### src/rtl/core/urlpd_pkg.sv
// ----------------------------------------------------------------------------
// urlpd_pkg: shared types, constants and helpers of the URL percent-decoder
// Character codes, register indexes, queue entry type and hex helpers.
// ----------------------------------------------------------------------------
package urlpd_pkg;

  localparam logic [7:0] CH_PLUS    = 8'h2B;
  localparam logic [7:0] CH_PERCENT = 8'h25;
  localparam logic [7:0] CH_SPACE   = 8'h20;

  localparam logic REG_DECODE_PLUS = 1'b0;
  localparam logic REG_SAFE_MODE   = 1'b1;

  localparam int QUEUE_DEPTH = 4;

  typedef enum logic [1:0] {
    HELD_NONE    = 2'd0,
    HELD_PERCENT = 2'd1,
    HELD_DIGIT   = 2'd2
  } urlpd_held_t;

  typedef struct packed {
    logic [2:0][7:0] bytes;
    logic [1:0]      count;
    logic            eos;
  } urlpd_job_t;

  typedef struct packed {
    logic empty;
    logic full;
  } urlpd_qstat_t;

  function automatic logic is_hex(input logic [7:0] b);
    return (b >= 8'h30 && b <= 8'h39) || (b >= 8'h41 && b <= 8'h46) ||
           (b >= 8'h61 && b <= 8'h66);
  endfunction

  function automatic logic [3:0] hex_val(input logic [7:0] b);
    if (b <= 8'h39) begin
      return b[3:0];
    end
    return b[3:0] + 4'd9;
  endfunction

  function automatic logic in_quote_class(input logic [7:0] c);
    return c <= 8'h20 || c == 8'h23 || c == 8'h25 || c == 8'h26 ||
           c == 8'h2B || c == 8'h3A || c == 8'h3F || c == 8'h7F;
  endfunction

endpackage

### src/rtl/core/urlpd_if.sv
// ----------------------------------------------------------------------------
// urlpd channel interfaces
// Valid/ready channels for encoded input bytes and decoded output bytes.
// ----------------------------------------------------------------------------
interface urlpd_enc_if;
  logic       valid;
  logic       ready;
  logic [7:0] in_byte;
  logic       end_of_string;

  modport source (output valid, in_byte, end_of_string, input ready);
  modport sink   (input valid, in_byte, end_of_string, output ready);
endinterface

interface urlpd_dec_if;
  logic       valid;
  logic       ready;
  logic [7:0] out_byte;
  logic       run_last;
  logic       string_done;

  modport source (output valid, out_byte, run_last, string_done, input ready);
  modport sink   (input valid, out_byte, run_last, string_done, output ready);
endinterface

### src/rtl/core/urlpd_front.sv
// ----------------------------------------------------------------------------
// urlpd_front: byte classifier
// Tracks held '%' and first digit, forms up to three output bytes per item.
// ----------------------------------------------------------------------------
module urlpd_front (
  input  logic                 clk,
  input  logic                 rst,
  urlpd_enc_if.sink            enc,
  input  logic                 decode_plus,
  input  logic                 safe_mode,
  input  urlpd_pkg::urlpd_qstat_t qstat,
  output logic                 push,
  output urlpd_pkg::urlpd_job_t push_job
);
  import urlpd_pkg::*;

  urlpd_held_t     held_count, held_count_next;
  urlpd_held_t     held_after;
  logic [7:0]      held_digit, held_digit_next;
  logic [2:0][7:0] e;
  logic [1:0]      k;
  logic            do_fresh;
  logic [7:0]      b;
  logic [7:0]      c;
  logic            accept;

  assign b         = enc.in_byte;
  assign enc.ready = !qstat.full;
  assign accept    = enc.valid && enc.ready;
  assign c         = {hex_val(held_digit), hex_val(b)};

  always_comb begin
    held_after      = held_count;
    held_digit_next = held_digit;
    unique case (held_count)
      HELD_PERCENT: begin
        if (is_hex(b)) begin
          held_after      = HELD_DIGIT;
          held_digit_next = b;
        end else begin
          held_after = (b == CH_PERCENT) ? HELD_PERCENT : HELD_NONE;
        end
      end
      HELD_DIGIT: begin
        held_after = (!is_hex(b) && b == CH_PERCENT) ? HELD_PERCENT : HELD_NONE;
      end
      default: begin
        held_after = (b == CH_PERCENT) ? HELD_PERCENT : HELD_NONE;
      end
    endcase
    held_count_next = enc.end_of_string ? HELD_NONE : held_after;
  end

  always_comb begin
    e        = '0;
    k        = 2'd0;
    do_fresh = 1'b0;
    unique case (held_count)
      HELD_PERCENT: begin
        if (!is_hex(b)) begin
          e[k] = CH_PERCENT;
          k    = k + 2'd1;
          do_fresh = 1'b1;
        end
      end
      HELD_DIGIT: begin
        if (is_hex(b)) begin
          if (safe_mode && !c[7] && in_quote_class(c)) begin
            e[0] = CH_PERCENT;
            e[1] = held_digit;
            e[2] = b;
            k    = 2'd3;
          end else begin
            e[0] = c;
            k    = 2'd1;
          end
        end else begin
          e[0] = CH_PERCENT;
          e[1] = held_digit;
          k    = 2'd2;
          do_fresh = 1'b1;
        end
      end
      default: begin
        do_fresh = 1'b1;
      end
    endcase
    if (do_fresh && b != CH_PERCENT) begin
      e[k] = (decode_plus && b == CH_PLUS) ? CH_SPACE : b;
      k    = k + 2'd1;
    end
    if (enc.end_of_string) begin
      if (held_after != HELD_NONE) begin
        e[k] = CH_PERCENT;
        k    = k + 2'd1;
      end
      if (held_after == HELD_DIGIT) begin
        e[k] = held_digit_next;
        k    = k + 2'd1;
      end
    end
  end

  always_ff @(posedge clk) begin
    if (rst) begin
      held_count <= HELD_NONE;
      held_digit <= 8'h00;
    end else if (accept) begin
      held_count <= held_count_next;
      held_digit <= held_digit_next;
    end
  end

  assign push           = accept && (k != 2'd0);
  assign push_job.bytes = e;
  assign push_job.count = k;
  assign push_job.eos   = enc.end_of_string;

endmodule

### src/rtl/core/urlpd_queue.sv
// ----------------------------------------------------------------------------
// urlpd_queue: job queue between classifier and emitter
// Small register FIFO of pending output groups.
// ----------------------------------------------------------------------------
module urlpd_queue #(
  parameter int Depth = urlpd_pkg::QUEUE_DEPTH
) (
  input  logic                     clk,
  input  logic                     rst,
  input  logic                     push,
  input  urlpd_pkg::urlpd_job_t    push_job,
  input  logic                     pop,
  output urlpd_pkg::urlpd_job_t    head,
  output urlpd_pkg::urlpd_qstat_t  qstat
);
  import urlpd_pkg::*;

  localparam int PtrW = (Depth > 1) ? $clog2(Depth) : 1;
  localparam int CntW = $clog2(Depth + 1);
  localparam logic [PtrW-1:0] LastPtr = PtrW'(Depth - 1);
  localparam logic [CntW-1:0] FullCnt = CntW'(Depth);

  urlpd_job_t      mem [Depth];
  logic [PtrW-1:0] wr_ptr, rd_ptr;
  logic [CntW-1:0] cnt;

  assign head        = mem[rd_ptr];
  assign qstat.empty = (cnt == '0);
  assign qstat.full  = (cnt == FullCnt);

  always_ff @(posedge clk) begin
    if (push) begin
      mem[wr_ptr] <= push_job;
    end
  end

  always_ff @(posedge clk) begin
    if (rst) begin
      wr_ptr <= '0;
      rd_ptr <= '0;
      cnt    <= '0;
    end else begin
      if (push) begin
        wr_ptr <= (wr_ptr == LastPtr) ? '0 : wr_ptr + PtrW'(1);
      end
      if (pop) begin
        rd_ptr <= (rd_ptr == LastPtr) ? '0 : rd_ptr + PtrW'(1);
      end
      if (push && !pop) begin
        cnt <= cnt + CntW'(1);
      end else if (pop && !push) begin
        cnt <= cnt - CntW'(1);
      end
    end
  end

endmodule

### src/rtl/core/urlpd_back.sv
// ----------------------------------------------------------------------------
// urlpd_back: byte emitter
// Holds one output group and presents its bytes one per cycle while ready.
// ----------------------------------------------------------------------------
module urlpd_back (
  input  logic                    clk,
  input  logic                    rst,
  input  urlpd_pkg::urlpd_job_t   head,
  input  urlpd_pkg::urlpd_qstat_t qstat,
  output logic                    pop,
  urlpd_dec_if.source             dec
);
  import urlpd_pkg::*;

  urlpd_job_t job;
  logic       busy;
  logic [1:0] idx;
  logic       last_byte;
  logic       fire;

  assign last_byte       = (idx == job.count - 2'd1);
  assign fire            = dec.valid && dec.ready;
  assign pop             = !qstat.empty && (!busy || (fire && last_byte));
  assign dec.valid       = busy;
  assign dec.out_byte    = job.bytes[idx];
  assign dec.run_last    = last_byte;
  assign dec.string_done = last_byte && job.eos;

  always_ff @(posedge clk) begin
    if (pop) begin
      job <= head;
    end
  end

  always_ff @(posedge clk) begin
    if (rst) begin
      busy <= 1'b0;
      idx  <= 2'd0;
    end else if (pop) begin
      busy <= 1'b1;
      idx  <= 2'd0;
    end else if (fire) begin
      if (last_byte) begin
        busy <= 1'b0;
      end else begin
        idx <= idx + 2'd1;
      end
    end
  end

endmodule

### src/rtl/core/url_percent_decoder.sv
// ----------------------------------------------------------------------------
// url_percent_decoder: streaming URL percent-decoder
// Decodes %XX escapes, optional '+' to space, optional safe-class refusal.
//
//   channel  dir   payload                              handshake
//   enc      in    in_byte, end_of_string               valid/ready
//   dec      out   out_byte, run_last, string_done      valid/ready
//   apb      cfg   decode_plus @0x0, safe_mode @0x4     psel/penable
//
// One input byte is taken per cycle while the job queue has room.
// Each byte yields zero to three output bytes, sent one per cycle by the
// emitter while the dec receiver is ready.
// A group is written into the job queue, then loaded into the emitter.
// Reset clears held bytes, queue and emitter; no clearing pass is needed.
// ----------------------------------------------------------------------------
module url_percent_decoder #(
  parameter int QueueDepth = urlpd_pkg::QUEUE_DEPTH
) (
  input  logic        clk,
  input  logic        rst,
  urlpd_enc_if.sink   enc,
  urlpd_dec_if.source dec,
  input  logic        psel,
  input  logic        penable,
  input  logic        pwrite,
  input  logic [2:0]  paddr,
  input  logic [31:0] pwdata,
  output logic [31:0] prdata,
  output logic        pready
);
  import urlpd_pkg::*;

  logic         decode_plus;
  logic         safe_mode;
  logic         cfg_wr;
  logic         push;
  logic         pop;
  urlpd_job_t   push_job;
  urlpd_job_t   head;
  urlpd_qstat_t qstat;

  assign pready = 1'b1;
  assign cfg_wr = psel && penable && pwrite && pready;

  always_ff @(posedge clk) begin
    if (rst) begin
      decode_plus <= 1'b0;
      safe_mode   <= 1'b0;
    end else if (cfg_wr) begin
      if (paddr[2] == REG_SAFE_MODE) begin
        safe_mode <= pwdata[0];
      end else begin
        decode_plus <= pwdata[0];
      end
    end
  end

  always_comb begin
    prdata = '0;
    if (paddr[2] == REG_SAFE_MODE) begin
      prdata[0] = safe_mode;
    end else begin
      prdata[0] = decode_plus;
    end
  end

  urlpd_front u_front (
    .clk         (clk),
    .rst         (rst),
    .enc         (enc),
    .decode_plus (decode_plus),
    .safe_mode   (safe_mode),
    .qstat       (qstat),
    .push        (push),
    .push_job    (push_job)
  );

  urlpd_queue #(
    .Depth (QueueDepth)
  ) u_queue (
    .clk      (clk),
    .rst      (rst),
    .push     (push),
    .push_job (push_job),
    .pop      (pop),
    .head     (head),
    .qstat    (qstat)
  );

  urlpd_back u_back (
    .clk   (clk),
    .rst   (rst),
    .head  (head),
    .qstat (qstat),
    .pop   (pop),
    .dec   (dec)
  );

  a_pop_not_empty: assert property (@(posedge clk) disable iff (rst)
    pop |-> !qstat.empty)
    else $error("pop from empty queue");

  a_pop_shows_item: assert property (@(posedge clk) disable iff (rst)
    pop |=> dec.valid)
    else $error("popped group not presented");

  a_done_is_last: assert property (@(posedge clk) disable iff (rst)
    dec.valid && dec.string_done |-> dec.run_last)
    else $error("string_done without run_last");

  a_push_has_room: assert property (@(posedge clk) disable iff (rst)
    push |-> !qstat.full)
    else $error("push into full queue");

endmodule
### src/flat_wrapper.sv
// flat-port wrapper written by rule: the top's interface ports become plain ports
module url_percent_decoder_flat import urlpd_pkg::*;
#(
  parameter int QueueDepth = urlpd_pkg::QUEUE_DEPTH
)
  (clk, rst, psel, penable, pwrite, paddr, pwdata, prdata, pready, enc_valid, enc_in_byte, enc_end_of_string, enc_ready, dec_valid, dec_out_byte, dec_run_last, dec_string_done, dec_ready);
  urlpd_enc_if enc_i ();
  urlpd_dec_if dec_i ();
  input  logic clk;
  input  logic rst;
  input  logic psel;
  input  logic penable;
  input  logic pwrite;
  input  logic [2:0] paddr;
  input  logic [31:0] pwdata;
  output logic [31:0] prdata;
  output logic pready;
  input wire logic [$bits(enc_i.valid)-1:0] enc_valid;
  input wire logic [$bits(enc_i.in_byte)-1:0] enc_in_byte;
  input wire logic [$bits(enc_i.end_of_string)-1:0] enc_end_of_string;
  output wire logic [$bits(enc_i.ready)-1:0] enc_ready;
  output wire logic [$bits(dec_i.valid)-1:0] dec_valid;
  output wire logic [$bits(dec_i.out_byte)-1:0] dec_out_byte;
  output wire logic [$bits(dec_i.run_last)-1:0] dec_run_last;
  output wire logic [$bits(dec_i.string_done)-1:0] dec_string_done;
  input wire logic [$bits(dec_i.ready)-1:0] dec_ready;
  assign enc_i.valid = enc_valid;
  assign enc_i.in_byte = enc_in_byte;
  assign enc_i.end_of_string = enc_end_of_string;
  assign enc_ready = enc_i.ready;
  assign dec_valid = dec_i.valid;
  assign dec_out_byte = dec_i.out_byte;
  assign dec_run_last = dec_i.run_last;
  assign dec_string_done = dec_i.string_done;
  assign dec_i.ready = dec_ready;
  url_percent_decoder #(.QueueDepth(QueueDepth)) u_core (.clk(clk), .rst(rst), .enc(enc_i), .dec(dec_i), .psel(psel), .penable(penable), .pwrite(pwrite), .paddr(paddr), .pwdata(pwdata), .prdata(prdata), .pready(pready));
endmodule
### config.mk
export PLATFORM = sky130hd
export DESIGN_NAME = url_percent_decoder_flat
export DESIGN_NICKNAME = d
export VERILOG_FILES = /design/src/rtl/core/urlpd_pkg.sv /design/src/rtl/core/urlpd_if.sv /design/src/rtl/core/urlpd_front.sv /design/src/rtl/core/urlpd_queue.sv /design/src/rtl/core/urlpd_back.sv /design/src/rtl/core/url_percent_decoder.sv /design/src/flat_wrapper.sv
export SDC_FILE = /design/constraint.sdc
export NUM_CORES = 1
export LEC_CHECK = 0
export ABC_CLOCK_PERIOD_IN_PS = 7140
export BUFFER_PORTS_ARGS = -buffer_cell sky130_fd_sc_hd__buf_2
export CORE_MARGIN = 4
export CORE_UTILIZATION = 45
export DETAILED_ROUTE_END_ITERATION = 10
export PLACE_DENSITY_LB_ADDON = 0.08
export SLEW_MARGIN = 10
export SYNTH_ARGS = -nofsm -noshare
export SYNTH_HDL_FRONTEND = slang
export SYNTH_SLANG_ARGS = --single-unit
export TNS_END_PERCENT = 20
### constraint.sdc
create_clock -name clk -period 7.14 [get_ports clk]
set_input_delay 0.357 -clock clk [delete_from_list [all_inputs] [get_ports clk]]
set_output_delay 0.357 -clock clk [all_outputs]
set_load 0.01 [all_outputs]
==> results of run 1 <==
==> registers in the layout, indices dropped and copies added, names as in the netlist, 2 cells and up <==
| register | count |
|---|---|
| u_core.u_back.idx | 2 |
| u_core.u_back.job | 27 |
| u_core.u_front.held_count | 2 |
| u_core.u_front.held_digit | 8 |
| u_core.u_queue.cnt | 3 |
| u_core.u_queue.mem | 108 |
| u_core.u_queue.rd_ptr | 2 |
| u_core.u_queue.wr_ptr | 2 |
==> per-layer routing <==
layer | global-route usage | part of all wire
met5 | 0 | 0
met4 | 0.0364 | 0.0064
met3 | 0.0314 | 0.040
met2 | 0.293 | 0.50
met1 | 0.247 | 0.46
==> worst paths after layout <==
path | to | depth (start not counted) | startpoint
hold / removal | u_core.decode_plus$_SDFFE_PP0P_ | 3 | pwdata[0]
setup reg to reg | u_core.u_queue.cnt[2]$_SDFFE_PP0P_ | 25 | u_core.u_front.held_digit[0]$_SDFFE_PP0P_
setup / recovery | u_core.u_queue.cnt[2]$_SDFFE_PP0P_ | 26 | enc_in_byte[0]
hold reg to reg | u_core.u_front.held_digit[7]$_SDFFE_PP0P_ | 1 | u_core.u_front.held_digit[7]$_SDFFE_PP0P_
==> cell families (layout without fill, tap and decap cells) <==
kind of cell,count (synthesis),after routing,share of synthesized area
buffers and inverters,77,91,0.0567
adders and majority gates,25,25,0.0421
xor gates and xnor gates,13,13,0.0159
other,2,32,0.000986
DFF,157,157,0.590
muxes,54,54,0.117
and+or+nand+nor,133,133,0.0861
AOI/OAI and AO/OA,97,97,0.0910
==> critical path: stages <==
cell and delay [ns]:
buf_2 0.18, inv_1 0.17, ha_1 0.27, nor2_1 0.11, a41oi_1 0.12, o31ai_1 0.57, nor4b_1 0.42, o211a_1 0.25
o31ai_2 0.09, a21o_1 0.23, ha_1 0.29, o22a_1 0.17, and2_4 0.19, inv_1 0.05, ha_1 0.31, mux2_2 0.29
ha_1 0.27, a22o_1 0.24, a31o_2 0.27, a21oi_4 0.21, ha_1 0.23, inv_1 0.07, fa_1 0.43, xor2_1 0.17
or3_1 0.31, a21oi_1 0.14
==> cell usage after synthesis, types with 5 or more instances <==
cell      instances
nand2_1          37
and2_1            9
mux2i_1          22
inv_1            22
nor3_1            9
o21ai_0          22
edfxtp_1        135
mux4_2           27
clkbuf_1         12
dfxtp_1          22
buf_4            32
buf_2             6
nor2_1           33
nand3_1          16
xor2_1            5
xnor2_1           7
ha_1             24
a21oi_1          16
==> per-stage QoR <==
step	setup WS (ns)	power, mW	cell area (sq um)
2_1_floorplan	1.46	1.70	7730
3_3_place_gp	0.780	1.87	7870
3_5_place_dp	0.681	1.89	7870
4_1_cts	1.07	2.74	8430
5_1_grt	0.758	2.85	8430
6_report	1.07	2.71	8430
==> layout by cell type (no fill, tap or decap), types with 3 or more instances in the layout <==
cell type and instances:
buf_2 30, a21o_1 3, a211oi_1 3, nand2b_1 3, o21a_1 4, xnor2_1 7
clkinvlp_4 3, and2_1 9, and3_1 4, buf_4 7, edfxtp_1 135, nand3_1 16
o21ai_1 3, inv_1 22, xor2_1 5, o22ai_1 4, a22o_1 4, a22oi_1 4
nand4_1 3, nor2_1 33, a21oi_1 15, clkbuf_16 17, clkinv_2 3, mux4_2 27
dfxtp_1 20, nor3_1 9, nand2_1 37, inv_6 3, a211o_1 3, conb_1 32
o31ai_1 3, o211ai_1 4, mux2i_1 22, o21ai_0 22, ha_1 24, nor2b_1 3
==> where the power goes <==
| part | switching [mW] | leakage (nW) | internal (mW) | total (mW) |
|---|---|---|---|---|
| registers | 0.0777 | 1.43 | 1.20 | 1.28 |
| clock network | 0.368 | 0.271 | 0.485 | 0.854 |
| logic | 0.321 | 1.25 | 0.253 | 0.574 |
| total | 0.767 | 2.95 | 1.94 | 2.71 |
==> area by class of cell <==
| class | count | area (sq um) |
|---|---|---|
| Clock inverter | 15 | 138 |
| Inverter | 22 | 82.6 |
| Clock buffer | 17 | 425 |
| Sequential cell | 157 | 4500 |
| Tap cell | 220 | 275 |
| Multi-Input combinational cell | 354 | 2810 |
| Timing Repair Buffer | 37 | 203 |
| Fill cell | 1462 | 8150 |
==> results.tsv, run 1 <==
stage	metric	value	unit
floorplan	fp.dieH	138	microns
floorplan	rows	47	
synthesis	synth_edf_count	135	
global_route	grt_pass1_vias	4455	
power_and_ir_drop	ir_drop	0.164	mV
worst_setup_path	end_kind	register	
timing	setup_viol	0	
clocking	cts_hold_buf	0	
detailed_routing	viasPerCell	5.54	
detailed_routing	vias	4554	
placement	routabilityCongestion	0.873	
floorplan	dieArea	19100	sq um
synthesis	ys_seq_area_frac	0.590	
global_route	grt_pass1_wl	26200	microns
detailed_routing	avgRoutedWirePerCell	20.3	microns
global_route	grtUsageTotal	0.177	
floorplan	core_area	16600	sq um
layout	nNetsFinal	665	
clocking	h-tree-depth	4	
synthesis	yosys-top-cells-area	edfxtp_1, mux4_2, dfxtp_1, ha_1, buf_4	
synthesis	synth_area	7610	sq um
power_and_ir_drop	powerDensity	321	nW/um^2
detailed_routing	ant_nets	0	
worst_setup_path	critPathKind	in -> reg	
clocking	clkTransAtPathRegs	0.06	ns
synthesis	ys.flop_type	edfxtp_1	
layout	drive_gt1_frac	0.194	
clocking	cts_tree	yes	
clocking	clockBufferDepth	2	
synthesis	yosysUniqueCellTypes	74	
floorplan	io_pins	96	
layout	postLayoutCoreUtil	0.508	
clocking	clock-sinks	157	
placement	port_buffers	30	
detailed_routing	totalWireLength	16700	microns
clocking	post_cts_resize_count	0	
global_route	grt_max_degree	33	
global_route	grt-ovfl-total	0	
timing	worst_pin_slew	0.967	ns
synthesis	syn_avg_cell_area	13.6	sq um
detailed_routing	dr.pass1.iters	4	
layout	area_growth	10.7	%
timing	post-route-period-util	0.850	
worst_setup_path	reg2reg_slack	1.09	ns
floorplan	die_x	138	microns
detailed_routing	drc	0	
timing	rsz0062_at_grt	no	
timing	period_needed	6.07	ns
timing	hold_viol_final	0	
detailed_routing	drtIter0Drc	285	
timing	hold_slack	0.208	ns
synthesis	async_reset_ff_frac	0	
layout	stdcell_count	822	
outcome	status	finished clean	
run	cap_violations	0	
timing	fin_skew	0.00932	ns
timing	drv_slew	0	
placement	dp.cells	790	
timing	fin_setup_tns	0	ns
synthesis	ys_ff_latch	157	
clocking	cts_made_buffers	17	
synthesis	synth_warnings	0	
worst_setup_path	crit_fanout	7	
clocking	clk_root_buffer_cell	clkbuf_16	
layout	antennaDiodeCount	0	
floorplan	floorplan.initialDensity	0.459	
placement	dp_hpwl	11300	microns
global_route	antenna_found_initial	0	
worst_setup_path	cp_data_required_time	7.48	ns
synthesis	syn_inst	558	
worst_setup_path	startpoint_type	primary input	
synthesis	yosysTopAreaCellShare	0.532	
synthesis	synth_top_area_cell	edfxtp_1	
worst_setup_path	critPathArrivalTime	6.41	ns
clocking	post-cts-setup-buffer-count	0	
worst_hold_path	hold_class	in -> reg	
power_and_ir_drop	power_leakage	2.95	nW
timing	relSlewSlack	0.352	
timing	timing.fmax	0.165	GHz
clocking	insertion_delay	0.41	ns
(Power assumes the default switching activity.)
==> inputs of run 2 (changes only) <==
ABC_CLOCK_PERIOD_IN_PS = 5200   (was 7140)
clock period = 5.2 ns   (was 7.14 ns; I/O delays follow)
==> run 2 against run 1 <==
  * Core utilization up 3.2 points
  * Global-route usage up 0.10 points
  * Sequential power up 37%
  * Cell area up 6.3%
  * Clock power up 44%
  * Largest power group unchanged
  * Cell count up 5.1%
  * Critical path type is now reg -> reg
  * First-iteration DRC count down 14%
  * Register-to-register slack worse by 1.1 ns
  * Clock skew down 0.0017 ns
  * Wire length down 1.2%
  * Via count up 2.0%
==> results.tsv, run 2 (synthesis gave the netlist of run 1 again) <==
stage	metric	value	unit	change
outcome	status	finished clean		unchanged
timing	hold_slack	0.0941	ns	was 0.208 ns
layout	final_common_cell	edfxtp_1		unchanged
floorplan	rows	47		unchanged
run	cap_violations	0		unchanged
detailed_routing	drc	0		unchanged
placement	port_buffers	30		unchanged
layout	postLayoutCoreUtil	0.540		was 0.508
clocking	clkTransAtPathRegs	0.06	ns	about the same
global_route	grt-ovfl-total	0		unchanged
global_route	grt_pass1_vias	4690		was 4455
layout	largest_reg_flops	108		unchanged
clocking	cts_hold_buf	0		unchanged
clocking	clockBufferDepth	2		unchanged
worst_setup_path	crit_fanout	4		was 7
worst_setup_path	end_kind	register		unchanged
power_and_ir_drop	seq_power_share	0.458		was 0.472
layout	reg_top3	u_core.u_queue.mem x108, u_core.u_back.job x27, u_core.u_front.held_digit x8		unchanged
timing	drv_slew	0		unchanged
timing	worst_pin_slew	0.902	ns	was 0.967 ns
placement	dp_hpwl	11600	microns	was 11300 microns
detailed_routing	vias	4646		was 4554
worst_hold_path	hold_class	in -> reg		unchanged
floorplan	die_x	138	microns	unchanged
layout	drive_gt1_frac	0.278		was 0.194
worst_setup_path	critPathKind	reg -> reg		was in -> reg
power_and_ir_drop	p_clk_frac	0.322		was 0.316
floorplan	floorplan.initialDensity	0.459		unchanged
clocking	cts_tree	yes		unchanged
clocking	cts_made_buffers	17		unchanged
power_and_ir_drop	powerDensity	426	nW/um^2	was 321 nW/um^2
global_route	antenna_found_initial	0		unchanged
detailed_routing	avgRoutedWirePerCell	19.1	microns	was 20.3 microns
worst_setup_path	cp-startpoint	u_core.u_front.held_digit[0]$_SDFFE_PP0P_		was enc_in_byte[0]
clocking	clk_root_buffer_cell	clkbuf_16		unchanged
detailed_routing	drtIter0Drc	245		was 285
clocking	insertion_delay	0.42	ns	was 0.41 ns
detailed_routing	dr.pass1.iters	4		unchanged
layout	fin_area	8960	sq um	was 8430 sq um
timing	timing.fmax	0.193	GHz	
floorplan	io_pins	96		unchanged
timing	period_needed	5.19	ns	
layout	n_fill_cell	1428		was 1462
worst_setup_path	startpoint_type	register		was primary input
timing	relSlewSlack	0.396		was 0.352
floorplan	fp.dieH	138	microns	unchanged
global_route	grt_pass1_wl	26300	microns	was 26200 microns
clocking	h-tree-depth	4		unchanged
placement	routabilityCongestion	0.856		was 0.873
layout	antennaDiodeCount	0		unchanged
layout	top_register	u_core.u_queue.mem		unchanged
timing	hold_viol_final	0		unchanged
power_and_ir_drop	ir_drop	0.290	mV	was 0.164 mV
power_and_ir_drop	p_int	2.77	mW	was 1.94 mW
worst_setup_path	critPathArrivalTime	5.53	ns	was 6.41 ns
detailed_routing	viasPerCell	5.38		was 5.54
layout	most-common-layout-cells	edfxtp_1, buf_4, nand2_1		was edfxtp_1, nand2_1, nor2_1
power_and_ir_drop	combPwrFrac	0.220		was 0.212
floorplan	dieArea	19100	sq um	unchanged
worst_hold_path	min_from	pwdata[0]		unchanged
worst_setup_path	cp_data_required_time	5.55	ns	was 7.48 ns
layout	area_growth	17.7	%	was 10.7%
timing	fin_skew	0.00758	ns	was 0.00932 ns
timing	post-route-period-util	0.998		
clocking	clock-sinks	157		unchanged
power_and_ir_drop	power_leakage	3.18	nW	was 2.95 nW
layout	nNetsFinal	707		was 665
layout	multi_input_area	2940	sq um	was 2810 sq um
worst_setup_path	r2r_start	u_core.u_front.held_digit[0]$_SDFFE_PP0P_		unchanged
placement	dpl_cell_area	8300	sq um	was 7870 sq um
global_route	grtUsageTotal	0.178		was 0.177
timing	setup_viol	0		unchanged
power_and_ir_drop	switchingPower	1.05	mW	was 0.767 mW
power_and_ir_drop	switching_share	0.276		was 0.284
detailed_routing	ant_nets	0		unchanged
timing	rsz0062_at_grt	yes		was no
layout	ff_latch_area	4500	sq um	about the same
power_and_ir_drop	total_power	3.82	mW	was 2.71 mW
global_route	grt_max_degree	33		unchanged
floorplan	core_area	16600	sq um	unchanged
detailed_routing	totalWireLength	16500	microns	was 16700 microns
[run 2: changes by cell type in the layout (fill, tap and decap cells not counted), moves of 2 or more]
cell     delta
buf_4      +38
ha_1        -5
buf_12      +4
inv_1       -4
inv_2       +4
ha_4        +3
dfxtp_1     -2
ha_2        +2
[run 2: layer usage]
layer | routed length, microns | global-route usage
met2 | 7990 | 0.292
met3 | 519 | 0.0273
met1 | 7770 | 0.245
met5 | 0 | 0
met4 | 209 | 0.0562
[run 2: cell type report]
type	instances	share of cell area
Timing Repair Buffer	79	0.0634
Tap cell	220	0.0307
Sequential cell	157	0.502
Inverter	22	0.00922
Multi-Input combinational cell	354	0.328
Clock buffer	18	0.0490
Clock inverter	14	0.0176
[run 2: what timing repair did]
action	CTS	global route
endpoints found under the setup margin	1	1
pin swaps	5	0
resized for setup	5	0
buffers inserted	4	0
[run 2: path summary, 6_finish.rpt]
path / slack (ns) / cells past startpoint / endpoint
setup / recovery: 0.01 / 25 / u_core.u_queue.cnt[2]$_SDFFE_PP0P_
hold / removal: 0.09 / 3 / u_core.safe_mode$_SDFFE_PP0P_
setup reg to reg: 0.01 / 25 / u_core.u_queue.cnt[2]$_SDFFE_PP0P_
hold reg to reg: 0.52 / 2 / u_core.u_back.dec.valid$_SDFFE_PP0P_
[run 2: power groups by stage]
stage	Clock (mW)	Sequential, mW	Combinational [mW]
final	1.23	1.75	0.840
after CTS	1.26	1.75	0.866
after global placement	0	1.77	0.832
after floorplan	0	1.72	0.617
after detailed placement	0	1.78	0.846
after global routing	1.32	1.77	0.928
[run 2: worst max-delay path: stages, from the launching register on]
cell and delay [ns]:
dfxtp_2 0.33, inv_2 0.06, ha_1 0.14, o21bai_1 0.10, a211o_4 0.39, mux2i_4 0.21, nor4b_2 0.31, o211a_1 0.24
o31ai_4 0.09, a21o_1 0.17, ha_1 0.29, o22a_1 0.18, and2_4 0.17, inv_2 0.05, ha_4 0.19, mux2_4 0.28
ha_4 0.21, a22o_1 0.24, a31o_2 0.22, a21oi_4 0.15, ha_4 0.16, inv_2 0.03, fa_2 0.33, xor2_1 0.15
or3_1 0.30, a21oi_1 0.13
[run 2: stage by stage]
step,std cells,TNS (ns),worst slack (ns)
after floorplan,588,-0.0475,-0.0475
after global placement,828,-0.0995,-0.0995
after detailed placement,828,-0.179,-0.179
after CTS,864,0,0.0000302
after global routing,864,-0.175,-0.175
final,864,0,0.0129
